File: src/hw/rtl/mi4_pkg.sv
// Shared types, constants and index helpers for the 4x4 matrix inverse core.
package mi4_pkg;

  localparam int DATA_WIDTH_DEF = 32;
  localparam int FRAC_BITS_DEF  = 16;
  localparam int N_LANES        = 4;

  localparam logic [1:0] LAST_ROW  = 2'd3;
  localparam logic [2:0] LAST_TERM = 3'd5;

  typedef enum logic [2:0] {
    LN_IDLE,
    LN_COF,
    LN_DET,
    LN_DSET,
    LN_DIV,
    LN_DFIN
  } lane_state_t;

  typedef enum logic [2:0] {
    CT_IDLE,
    CT_START,
    CT_COF,
    CT_SING,
    CT_DIVGO,
    CT_DIV,
    CT_PUT
  } ctl_state_t;

  typedef struct packed {
    logic       start_cof;
    logic       start_div;
    logic [1:0] row;
  } lane_cmd_t;

  typedef struct packed {
    logic done;
    logic det_zero;
    logic clip;
  } lane_sts_t;

  typedef struct packed {
    logic       push;
    logic       singular;
    logic       last;
    logic [1:0] row;
  } mrg_cmd_t;

  // Column picked at position pos by the t-th permutation of a 3x3 determinant.
  // The first three permutations are even, the last three odd.
  function automatic logic [1:0] perm_col(input logic [2:0] t, input logic [1:0] pos);
    logic [5:0] cols;
    case (t)
      3'd0:    cols = {2'd2, 2'd1, 2'd0};
      3'd1:    cols = {2'd0, 2'd2, 2'd1};
      3'd2:    cols = {2'd1, 2'd0, 2'd2};
      3'd3:    cols = {2'd1, 2'd2, 2'd0};
      3'd4:    cols = {2'd2, 2'd0, 2'd1};
      3'd5:    cols = {2'd0, 2'd1, 2'd2};
      default: cols = {2'd2, 2'd1, 2'd0};
    endcase
    return cols[{pos, 1'b0} +: 2];
  endfunction

  function automatic logic perm_odd(input logic [2:0] t);
    return (t >= 3'd3);
  endfunction

  // Maps position a of a 3-element list to the 4-element index, skipping k.
  function automatic logic [1:0] skip_idx(input logic [1:0] a, input logic [1:0] k);
    return (a >= k) ? a + 2'd1 : a;
  endfunction

endpackage

File: src/hw/rtl/mi4_if.sv


interface mi4_res_if #(parameter int DATA_WIDTH = mi4_pkg::DATA_WIDTH_DEF);
  logic                         valid;
  logic                         ready;
  logic [1:0]                   out_row;
  logic signed [DATA_WIDTH-1:0] out_c0;
  logic signed [DATA_WIDTH-1:0] out_c1;
  logic signed [DATA_WIDTH-1:0] out_c2;
  logic signed [DATA_WIDTH-1:0] out_c3;
  logic                         singular;
  logic                         clipped;
  logic                         last;

  modport source(output valid, out_row, out_c0, out_c1, out_c2, out_c3, singular, clipped,
                 last, input ready);
  modport sink(input valid, out_row, out_c0, out_c1, out_c2, out_c3, singular, clipped,
               last, output ready);
endinterface

File: src/hw/rtl/mi4_merge.sv
// Result register that gathers the four lane quotients into one inverse row.
module mi4_merge #(
  parameter int DATA_WIDTH = mi4_pkg::DATA_WIDTH_DEF
) (
  input  logic                         clk,
  input  logic                         rst,
  input  mi4_pkg::mrg_cmd_t            cmd,
  input  logic signed [DATA_WIDTH-1:0] elem [4],
  input  mi4_pkg::lane_sts_t           sts [4],
  output logic                         free,
  mi4_res_if.source                    res
);
  import mi4_pkg::*;

  logic                         vld;
  logic [1:0]                   row;
  logic signed [DATA_WIDTH-1:0] col [4];
  logic                         sing;
  logic                         clip;
  logic                         lst;
  logic                         clip_any;

  assign clip_any = sts[0].clip | sts[1].clip | sts[2].clip | sts[3].clip;
  assign free     = !vld || res.ready;

  always_ff @(posedge clk) begin
    if (rst) begin
      vld <= 1'b0;
    end else if (cmd.push) begin
      vld <= 1'b1;
    end else if (res.ready) begin
      vld <= 1'b0;
    end
  end

  // A singular result carries zero elements and never reports clipping.
  always_ff @(posedge clk) begin
    if (cmd.push) begin
      row  <= cmd.row;
      sing <= cmd.singular;
      lst  <= cmd.last;
      clip <= !cmd.singular && clip_any;
      for (int k = 0; k < N_LANES; k++) begin
        col[k] <= cmd.singular ? '0 : elem[k];
      end
    end
  end

  assign res.valid    = vld;
  assign res.out_row  = row;
  assign res.out_c0   = col[0];
  assign res.out_c1   = col[1];
  assign res.out_c2   = col[2];
  assign res.out_c3   = col[3];
  assign res.singular = sing;
  assign res.clipped  = clip;
  assign res.last     = lst;

endmodule

File: src/flat_wrapper.sv
// flat-port wrapper written by rule: the top's interface ports become plain ports
module mi4_merge_flat import mi4_pkg::*;
#(
  parameter int DATA_WIDTH = mi4_pkg::DATA_WIDTH_DEF
)
  (clk, rst, cmd, elem, sts, free, res_valid, res_out_row, res_out_c0, res_out_c1, res_out_c2, res_out_c3, res_singular, res_clipped, res_last, res_ready);
  mi4_res_if #(.DATA_WIDTH(DATA_WIDTH)) res_i ();
  input  logic clk;
  input  logic rst;
  input  mi4_pkg::mrg_cmd_t cmd;
  input  logic signed [DATA_WIDTH-1:0] elem[4];
  input  mi4_pkg::lane_sts_t sts[4];
  output logic free;
  output wire logic [$bits(res_i.valid)-1:0] res_valid;
  output wire logic [$bits(res_i.out_row)-1:0] res_out_row;
  output wire logic [$bits(res_i.out_c0)-1:0] res_out_c0;
  output wire logic [$bits(res_i.out_c1)-1:0] res_out_c1;
  output wire logic [$bits(res_i.out_c2)-1:0] res_out_c2;
  output wire logic [$bits(res_i.out_c3)-1:0] res_out_c3;
  output wire logic [$bits(res_i.singular)-1:0] res_singular;
  output wire logic [$bits(res_i.clipped)-1:0] res_clipped;
  output wire logic [$bits(res_i.last)-1:0] res_last;
  input wire logic [$bits(res_i.ready)-1:0] res_ready;
  assign res_valid = res_i.valid;
  assign res_out_row = res_i.out_row;
  assign res_out_c0 = res_i.out_c0;
  assign res_out_c1 = res_i.out_c1;
  assign res_out_c2 = res_i.out_c2;
  assign res_out_c3 = res_i.out_c3;
  assign res_singular = res_i.singular;
  assign res_clipped = res_i.clipped;
  assign res_last = res_i.last;
  assign res_i.ready = res_ready;
  mi4_merge #(.DATA_WIDTH(DATA_WIDTH)) u_core (.clk(clk), .rst(rst), .cmd(cmd), .elem(elem), .sts(sts), .free(free), .res(res_i));
endmodule
File: config.mk
export PLATFORM = sky130hd
export DESIGN_NAME = mi4_merge_flat
export DESIGN_NICKNAME = d
export VERILOG_FILES = /design/src/hw/rtl/mi4_pkg.sv /design/src/hw/rtl/mi4_if.sv /design/src/hw/rtl/mi4_merge.sv /design/src/flat_wrapper.sv
export SDC_FILE = /design/constraint.sdc
export NUM_CORES = 1
export LEC_CHECK = 0
export BUFFER_PORTS_ARGS = -buffer_cell sky130_fd_sc_hd__buf_4
export CAP_MARGIN = 20
export CORE_MARGIN = 3
export CORE_UTILIZATION = 35
export DETAILED_ROUTE_END_ITERATION = 16
export PLACE_DENSITY = 0.66
export SLEW_MARGIN = 20
export SYNTH_ARGS = -nofsm -noshare
export SYNTH_HDL_FRONTEND = slang
export SYNTH_SLANG_ARGS = --single-unit
File: constraint.sdc
create_clock -name clk -period 1.97 [get_ports clk]
set_clock_uncertainty 0.15 [all_clocks]
set_input_delay 0.197 -clock clk [delete_from_list [all_inputs] [get_ports clk]]
set_output_delay 0.197 -clock clk [all_outputs]
set_load 0.02 [all_outputs]
==> results.toml, run 1 <==
[setup_path]
required_ns = 1.97
critical_path.top_delay_family = "buffers and inverters"
critPathMaxFanout = 1
cp-start-kind = "input pin"
cpPeakStageDelay_ns = 0.58
path_common_cell = "dlygate4sd3_1"
path_cells = "dlygate4sd3_1, buf_4, nor4_1, dlygate4sd3_1, nor2_1"
slowest_stage = "dlygate4sd3_1"
cp_num_buf_inv = 3
crit_type = "in2reg"
cp-end-kind = "flop"
arrival_ns = 1.65

[synth]
syn_area_um2 = 4910
syn_avg_cell_area_um2 = 17.5
ys_seq_area_share_pct = 81.7
syn_nets = 429
yosys-top-cells-area = "edfxtp_1 (81%), nor2b_1 (16%), buf_2 (1.3%)"
postSynthCellCount = 281
yosysTopAreaCell = "edfxtp_1"
synth_top_area_share_pct = 81.3
synthDistinctLibCells = 10
yosysWarnings = 0
ys_ff_latch = 134

[layout]
fin_nets = 849
layout.cells.non_filler = 887
final_cell_mix = "buf_4 (275), dlygate4sd3_1 (134), edfxtp_1 (133)"
final_common_cell = "buf_4"
layout-drive-gt1-share_pct = 42.5
syn_to_final_growth_pct = 84.3
diodes = 0
fillers = 916

[die]
boundaryPins = 283
initial_core_util_pct = 36.4
dieHeight_um = 124
die_area_um2 = 15500
fp.dieW_um = 124
rows = 42
placeableCoreArea_um2 = 13500

[place]
dp_hpwl_mm = 8.69
gp_congestion = 0.758
dp.cells = 724
pre_cts_slack_ns = 0.564
io_buffers = 274

[power_and_ir_drop]
vdd_drop_max_mv = 0.485
p_int_mw = 5.64
p_comb_share_pct = 17.6
switching_share_pct = 23.1
p_leak_nw = 3.75
p_sw_mw = 1.69
p_per_area_nw_per_um2 = 809
p_clk_share_pct = 35.3
p_seq_share_pct = 47.1

[sta]
slew_viol_final = 0
slew_headroom_pct = 71.1
layout_setup_ws_ns = 0.326
post-route-period-util_pct = 83.4
tightest_slew_ns = 0.434
final-setup-viol-count = 0
tns_ns = 0
finalHoldViolCount = 0
finalCriticalPeriod_ns = 1.64
fmax_mhz = 608
grt_setup_unrepaired = "no"

[route]
dr.pass1.iters = 6
wl_per_cell_um = 15.2
first_iter_violations = 207
drc_errors = 0
ant_nets = 0
routed-via-count = 3778
finalWirelength_mm = 13.5
vias_per_cell = 4.26

[clock_network]
cts_root_buf = "clkbuf_16"
path_clk_slew_ns = 0.05
clk_path_buf_depth = 2
htreeDepth = 4
numCtsBuffers = 17
clkLatencyLatePin_ns = 0.41
postCtsResizedCells = 0
cts_tree = "built"
cts.sinks = 134

[global_route]
grt_max_degree = 52
grtUsageTotal_pct = 17.6
grt_pass1_wl_mm = 21.3
grt-ovfl-total = 0
antenna_found_initial = 0
first_global_vias = 4056

[status]
status = "completed"

[hold_path]
hold_path_class = "in2reg"

[run]
maxCapViolCount = 0
==> what timing repair did <==
item / CTS / global route
hold buffers: 134 / 0
hold endpoints to repair: 132 / 0
buffers inserted: 0 / 0
==> Yosys cell counts <==
library cell  instances
nand2b_1              1
inv_1                 1
a21oi_1               1
dfxtp_1               1
edfxtp_1            133
nor2_1                1
nor2b_1             128
buf_4                 1
buf_2                13
nor4_1                1
==> registers in the layout, summed over array words and instances, names as in the netlist <==
signal               flops
u_core.col             128
u_core.res.out_row       2
u_core.res.clipped       1
u_core.res.last          1
u_core.res.singular      1
u_core.res.valid         1
==> per-layer routing <==
metal / track usage, % / up-vias / share of wire (%)
met2: 29.8 / 192 / 51
li1: - / 1820 / -
met4: 8.19 / 0 / 2.9
met5: 0 / - / 0
met1: 19.1 / 1735 / 37
met3: 7.38 / 31 / 9.4
==> cells by family (layout without fill, tap and decap cells) <==
logic type / after synthesis / count (layout) / share of synthesized area, %
buffers and inverters: 15 / 445 / 1.55
and+or+nand+nor: 131 / 131 / 16.6
AOI/OAI and AO/OA: 1 / 1 / 0.102
DFF: 134 / 134 / 81.7
==> cell type report <==
class                           count  area [µm²]  area share [%]
Clock buffer                       21         440            4.86
Clock inverter                      8        37.5           0.415
Inverter                            1        3.75          0.0415
Multi-Input combinational cell    132         822            9.08
Sequential cell                   134        4010            44.3
Tap cell                          176         220            2.43
Timing Repair Buffer              415        3520            38.8
==> per-stage QoR <==
step / instance area [µm²] / total power [mW] / hold WS, ns / utilization (%)
floorplan: 4910 / 3.93 / 0.116 / -
global placement: 7240 / 4.56 / 0.206 / 53.6
detailed placement: 7240 / 4.58 / 0.214 / 53.6
CTS: 9050 / 7.41 / 0.0141 / 67.0
global route: 9050 / 7.63 / 0.0167 / 67.0
finish: 9050 / 7.33 / 0.00323 / 67.0
==> power groups by stage <==
stage,sequential [mW],combinational (mW),clock [mW]
floorplan,3.80,0.128,0
global placement,3.50,1.06,0
detailed placement,3.51,1.07,0
CTS,3.45,1.29,2.66
global route,3.47,1.37,2.79
finish,3.45,1.29,2.59
==> worst paths after layout <==
path	from	to	slack, ns	cells past startpoint
max	sts[9]	u_core.res.clipped	0.33	5
min	elem[121]	u_core.col[0][25]	0.003	2
max reg2reg	u_core.res.valid	u_core.res.valid	0.65	3
min reg2reg	u_core.res.valid	u_core.res.valid	0.93	3
Power figures use the tool's default switching activity.
==> run 2: changes to the inputs <==
--- a/config.mk
+++ b/config.mk
@@ -5,12 +5,13 @@
 export SDC_FILE = /design/constraint.sdc
 export NUM_CORES = 1
 export LEC_CHECK = 0
+export ABC_AREA = 1
 export BUFFER_PORTS_ARGS = -buffer_cell sky130_fd_sc_hd__buf_4
 export CAP_MARGIN = 20
 export CORE_MARGIN = 3
 export CORE_UTILIZATION = 35
 export DETAILED_ROUTE_END_ITERATION = 16
-export PLACE_DENSITY = 0.66
+export PLACE_DENSITY = 0.65
 export SLEW_MARGIN = 20
 export SYNTH_ARGS = -nofsm -noshare
 export SYNTH_HDL_FRONTEND = slang
==> constraint.sdc (replaced) <==
create_clock -name clk -period 1.6 [get_ports clk]
set_clock_uncertainty 0.15 [all_clocks]
set_input_delay 0.16 -clock clk [delete_from_list [all_inputs] [get_ports clk]]
set_output_delay 0.16 -clock clk [all_outputs]
set_load 0.02 [all_outputs]
==> run 2 against run 1 <==
  * First-iteration DRC count decreased by 10%
  * Global-route usage grew 0.91 points
  * Sequential power grew 23%
  * Register-to-register slack got worse by 0.36 ns
  * Clock power is 34% higher
  * Via count is 15% higher
  * Cell count increased by 16%
  * Die area grew 4.6%
  * Critical path type unchanged
  * Largest power group unchanged
==> results.toml, run 2 <==
[place]
dp.cells = 858
dp_hpwl_mm = 9.43
pre_cts_slack_ns = 0.395
postPlaceCellArea_um2 = 7400
io_buffers = 274
gp_congestion = 0.760

[sta]
finalCriticalPeriod_ns = 1.54
holdWs_ns = 0.0228
tightest_slew_ns = 0.418
slew_headroom_pct = 72.0
layout_setup_ws_ns = 0.0627
finalHoldViolCount = 0
fmax_mhz = 651
tns_ns = 0
final-setup-viol-count = 0
grt_setup_unrepaired = "no"
slew_viol_final = 0
post-route-period-util_pct = 96.1

[synth]
yosysWarnings = 0
syn_avg_cell_area_um2 = 12.5
synth_edf_count = 133
synth_top_family_by_area = "buffers and inverters"
muxShareOfSynthArea_pct = 0
synth-xor-area-share_pct = 0
synth_fa_ha_area_share_pct = 0
syn_nets = 559
yosys-top-cells-area = "edfxtp_1 (78%), inv_1 (9.5%), nor2_1 (9.5%)"
ys_seq_area_share_pct = 77.9
yosysTopAreaCell = "edfxtp_1"
async_reset_ff_share_pct = 0
synth_compound_area_share_pct = 0.194
synth_top_area_share_pct = 77.5
ys_ff_latch = 134
synthSimpleGateAreaFrac_pct = 9.55
synth_commonest_cells = "edfxtp_1 (133), inv_1 (130), nor2_1 (130), buf_6 (12), a21oi_1 (2)"
postSynthCellCount = 411
syn_area_um2 = 5150
synth.most_common_cell = "edfxtp_1"
synth_flop_cell = "edfxtp_1"
synthDistinctLibCells = 9

[layout]
multi_input_comb_area_um2 = 502
fin_util_pct = 65.8
largest_reg_flops = 128
seqCellArea_um2 = 4010
fin_nets = 983
layout-drive-gt1-share_pct = 36.4
final_common_cell = "buf_4"
top_register = "u_core.col"
postLayoutCellArea_um2 = 9310
syn_to_final_growth_pct = 80.6
fillers = 1020
final_cell_mix = "buf_4 (276), dlygate4sd3_1 (138), edfxtp_1 (133)"
diodes = 0
layout.cells.non_filler = 1027

[clock_network]
clkLatencyLatePin_ns = 0.41
postCtsResizedCells = 0
cts_tree = "built"
cts.sinks = 134
cts-hold-fix-buffers = 138
numCtsBuffers = 17
htreeDepth = 4
cts_setup_buffers = 0
clk_path_buf_depth = 2
cts_root_buf = "clkbuf_16"
path_clk_slew_ns = 0.06

[global_route]
grt_max_degree = 50
first_global_vias = 4642
grt_pass1_wl_mm = 23.0
antenna_found_initial = 0
grt-ovfl-total = 0
grtUsageTotal_pct = 18.5

[power_and_ir_drop]
p_comb_share_pct = 17.5
power_mw = 9.36
switching_share_pct = 24.0
p_leak_nw = 4.45
p_clk_share_pct = 37.0
p_sw_mw = 2.25
p_int_mw = 7.11
p_seq_share_pct = 45.4
vdd_drop_max_mv = 0.559
p_per_area_nw_per_um2 = 1010

[setup_path]
critical_path.top_delay_family = "buffers and inverters"
critPathMaxFanout = 1
path_cells = "dlygate4sd3_1, buf_4, nor2_1, dlygate4sd3_1, a21oi_1"
crit_type = "in2reg"
slowest_stage = "dlygate4sd3_1"
cpPeakStageDelay_ns = 0.55
cp-end-kind = "flop"
cp-start-kind = "input pin"
required_ns = 1.60
arrival_ns = 1.54
path_common_cell = "dlygate4sd3_1"
cp_num_buf_inv = 3

[route]
first_iter_violations = 186
ant_nets = 0
routed-via-count = 4358
finalWirelength_mm = 14.9
wl_per_cell_um = 14.5
vias_per_cell = 4.24
dr.pass1.iters = 4
drc_errors = 0

[die]
fp.dieW_um = 127
dieHeight_um = 127
rows = 43
die_area_um2 = 16200
boundaryPins = 283
placeableCoreArea_um2 = 14100
initial_core_util_pct = 36.4

[hold_path]
hold_path_class = "in2reg"

[run]
maxCapViolCount = 0

[status]
status = "completed"
run 2: final cells by class:
type	count	area share (%)
Sequential cell	134	43.1
Timing Repair Buffer	419	38.2
Multi-Input combinational cell	133	5.39
Inverter	130	5.24
Clock buffer	20	4.69
Tap cell	180	2.42
Clock inverter	11	0.928
run 2: metal layers:
| metal | global-route usage [%] | vias to the layer above | routed length [µm] |
|---|---|---|---|
| met5 | 0 | - | 0 |
| met4 | 8.20 | 0 | 497 |
| met3 | 8.15 | 40 | 1530 |
| met2 | 32.8 | 222 | 7620 |
| met1 | 18.8 | 2009 | 5210 |
| li1 | - | 2087 | - |
run 2: cell families (layout without fill, tap and decap cells):
logic type             count (synthesis)  after routing
buffers and inverters                144            580
AO/OA/AOI/OAI                          2              2
AND/OR/NAND/NOR                      131            131
flip-flops                           134            134
run 2: power groups by stage:
stage	combinational, mW	clock (mW)	sequential (mW)
after floorplan	0.195	0	4.68
after global placement	1.34	0	4.31
after detailed placement	1.36	0	4.32
after CTS	1.63	3.53	4.25
after global routing	1.75	3.69	4.28
final	1.64	3.47	4.25
run 2: worst register-to-register path: stages (launching register included):
cell	delay, ns
dfxtp_1	0.34
nand2_1	0.08
a21oi_1	0.12
dlygate4sd3_1	0.56
run 2: worst paths after layout:
path,startpoint,end,slack [ns],cells past startpoint
hold / removal,cmd[3],u_core.res.singular,0.02,1
setup reg to reg,u_core.res.valid,u_core.res.valid,0.29,3
hold reg to reg,u_core.res.valid,u_core.res.valid,0.92,3
setup / recovery,sts[0],u_core.res.clipped,0.06,5
==> run 3: changes to the inputs <==
--- a/config.mk
+++ b/config.mk
@@ -10,6 +10,7 @@
 export CAP_MARGIN = 20
 export CORE_MARGIN = 3
 export CORE_UTILIZATION = 35
+export CTS_BUF_LIST = sky130_fd_sc_hd__clkbuf_4 sky130_fd_sc_hd__clkbuf_8
 export DETAILED_ROUTE_END_ITERATION = 16
 export PLACE_DENSITY = 0.65
 export SLEW_MARGIN = 20
==> run 3 against run 2 <==
  * Routed wire length up 2.2%
  * First-iteration DRC count down 1.6%
  * Highest routed layer unchanged
  * Largest cell class unchanged
  * Combinational power about the same
==> results.toml, run 3 (synthesis gave the netlist of run 2 again) <==
[status]
status = "completed"

[clock_network]
clkLatencyLatePin_ns = 0.43
cts_tree = "built"
htreeDepth = 4
path_clk_slew_ns = 0.08
cts_root_buf = "clkbuf_8"
cts.sinks = 134
clk_path_buf_depth = 2
numCtsBuffers = 17

[hold_path]
hold_depth = 2
hold_path_class = "in2reg"

[die]
die_area_um2 = 16200
rows = 43
fp.dieW_um = 127
initial_core_util_pct = 36.4
dieHeight_um = 127
boundaryPins = 283
placeableCoreArea_um2 = 14100

[layout]
top_register = "u_core.col"
final_common_cell = "buf_4"
layout-drive-gt1-share_pct = 36.1
fin_nets = 998
postLayoutCellArea_um2 = 9290
final_cell_mix = "buf_4 (275), dlygate4sd3_1 (153), edfxtp_1 (133)"
syn_to_final_growth_pct = 80.3
layout.cells.non_filler = 1045
largest_reg_flops = 128
fillers = 1013

[sta]
tightest_slew_ns = 0.413
slew_headroom_pct = 72.3
final-setup-viol-count = 0
tns_ns = 0
finalHoldViolCount = 0
layout_setup_ws_ns = 0.0307
fmax_mhz = 637
post-route-period-util_pct = 98.1
finalCriticalPeriod_ns = 1.57
grt_setup_unrepaired = "no"
slew_viol_final = 0

[route]
wl_per_cell_um = 14.5
dr.pass1.iters = 4
routed-via-count = 4419
ant_nets = 0
first_iter_violations = 183
vias_per_cell = 4.23
finalWirelength_mm = 15.2
drc_errors = 0

[setup_path]
rr_worst_depth = 3
path_cells = "dlygate4sd3_1, buf_6, nor2_1, dlygate4sd3_1"
cpPeakStageDelay_ns = 0.58
cp-end-kind = "flop"
critPathMaxFanout = 23
arrival_ns = 1.60
cp-start-kind = "input pin"
regToRegSetupSlack_ns = 0.29
required_ns = 1.63
path_common_cell = "dlygate4sd3_1"
slowest_stage = "dlygate4sd3_1"
crit_type = "in2reg"

[run]
maxCapViolCount = 0

[power_and_ir_drop]
p_per_area_nw_per_um2 = 904
p_leak_nw = 4.46
power_mw = 8.40
vdd_drop_max_mv = 0.484

[global_route]
grtUsageTotal_pct = 18.8
grt_max_degree = 50
antenna_found_initial = 2
grt_pass1_wl_mm = 23.3
first_global_vias = 4683
grt-ovfl-total = 0

[place]
pre_cts_slack_ns = 0.395
postPlaceCellArea_um2 = 7400
gp_congestion = 0.760
io_buffers = 274
dp.cells = 858
dp_hpwl_mm = 9.43
## run 3: final timing paths
check	from	to
max	cmd[3]	u_core.col[1][12]
min	cmd[4]	u_core.col[2][28]
max reg2reg	u_core.res.valid	u_core.res.valid
min reg2reg	u_core.res.valid	u_core.res.valid
## run 3: through the flow
step,util [%],hold WS [ns]
after global routing,65.6,0.0841
after CTS,65.5,0.0661
after detailed placement,52.3,0.181
after global placement,52.3,0.172
after floorplan,-,0.0791
final,65.6,0.113
## run 3: metal layers
layer	global-route usage, %	vias up	part of all wire [%]
met1	18.5	2050	34
met5	0	-	0
met3	8.19	34	10
met4	8.20	0	2.9
met2	34.1	216	53
li1	-	2119	-
## run 3: cell type report
cell class	count	area, µm²	share of cell area [%]
antenna	3	7.51	0.0808
clock buffer	20	256	2.76
clock inverter	11	86.3	0.930
inverter	130	488	5.25
multi-input combinational	133	502	5.40
sequential	134	4010	43.2
tap	180	225	2.43
timing repair buffer	434	3710	39.9
## run 3: repair_timing
action,in CTS,in global routing
endpoints found under the hold margin,143,0
hold buffers,153,0
endpoints found under the setup margin,0,12
setup buffers,0,0
gates resized for setup,0,1
## run 3: critical path: cells and delay by family
kind | cells | cell delay [ns]
buffers and inverters | 3 | 1.35
AND/OR/NAND/NOR | 1 | 0.09
## run 3: power by group
group          internal, mW  leakage, nW  switching (mW)
registers              4.17         1.29          0.0836
clock network          1.24        0.176            1.23
logic                 0.866         2.99           0.808
total                  6.28         4.46            2.12
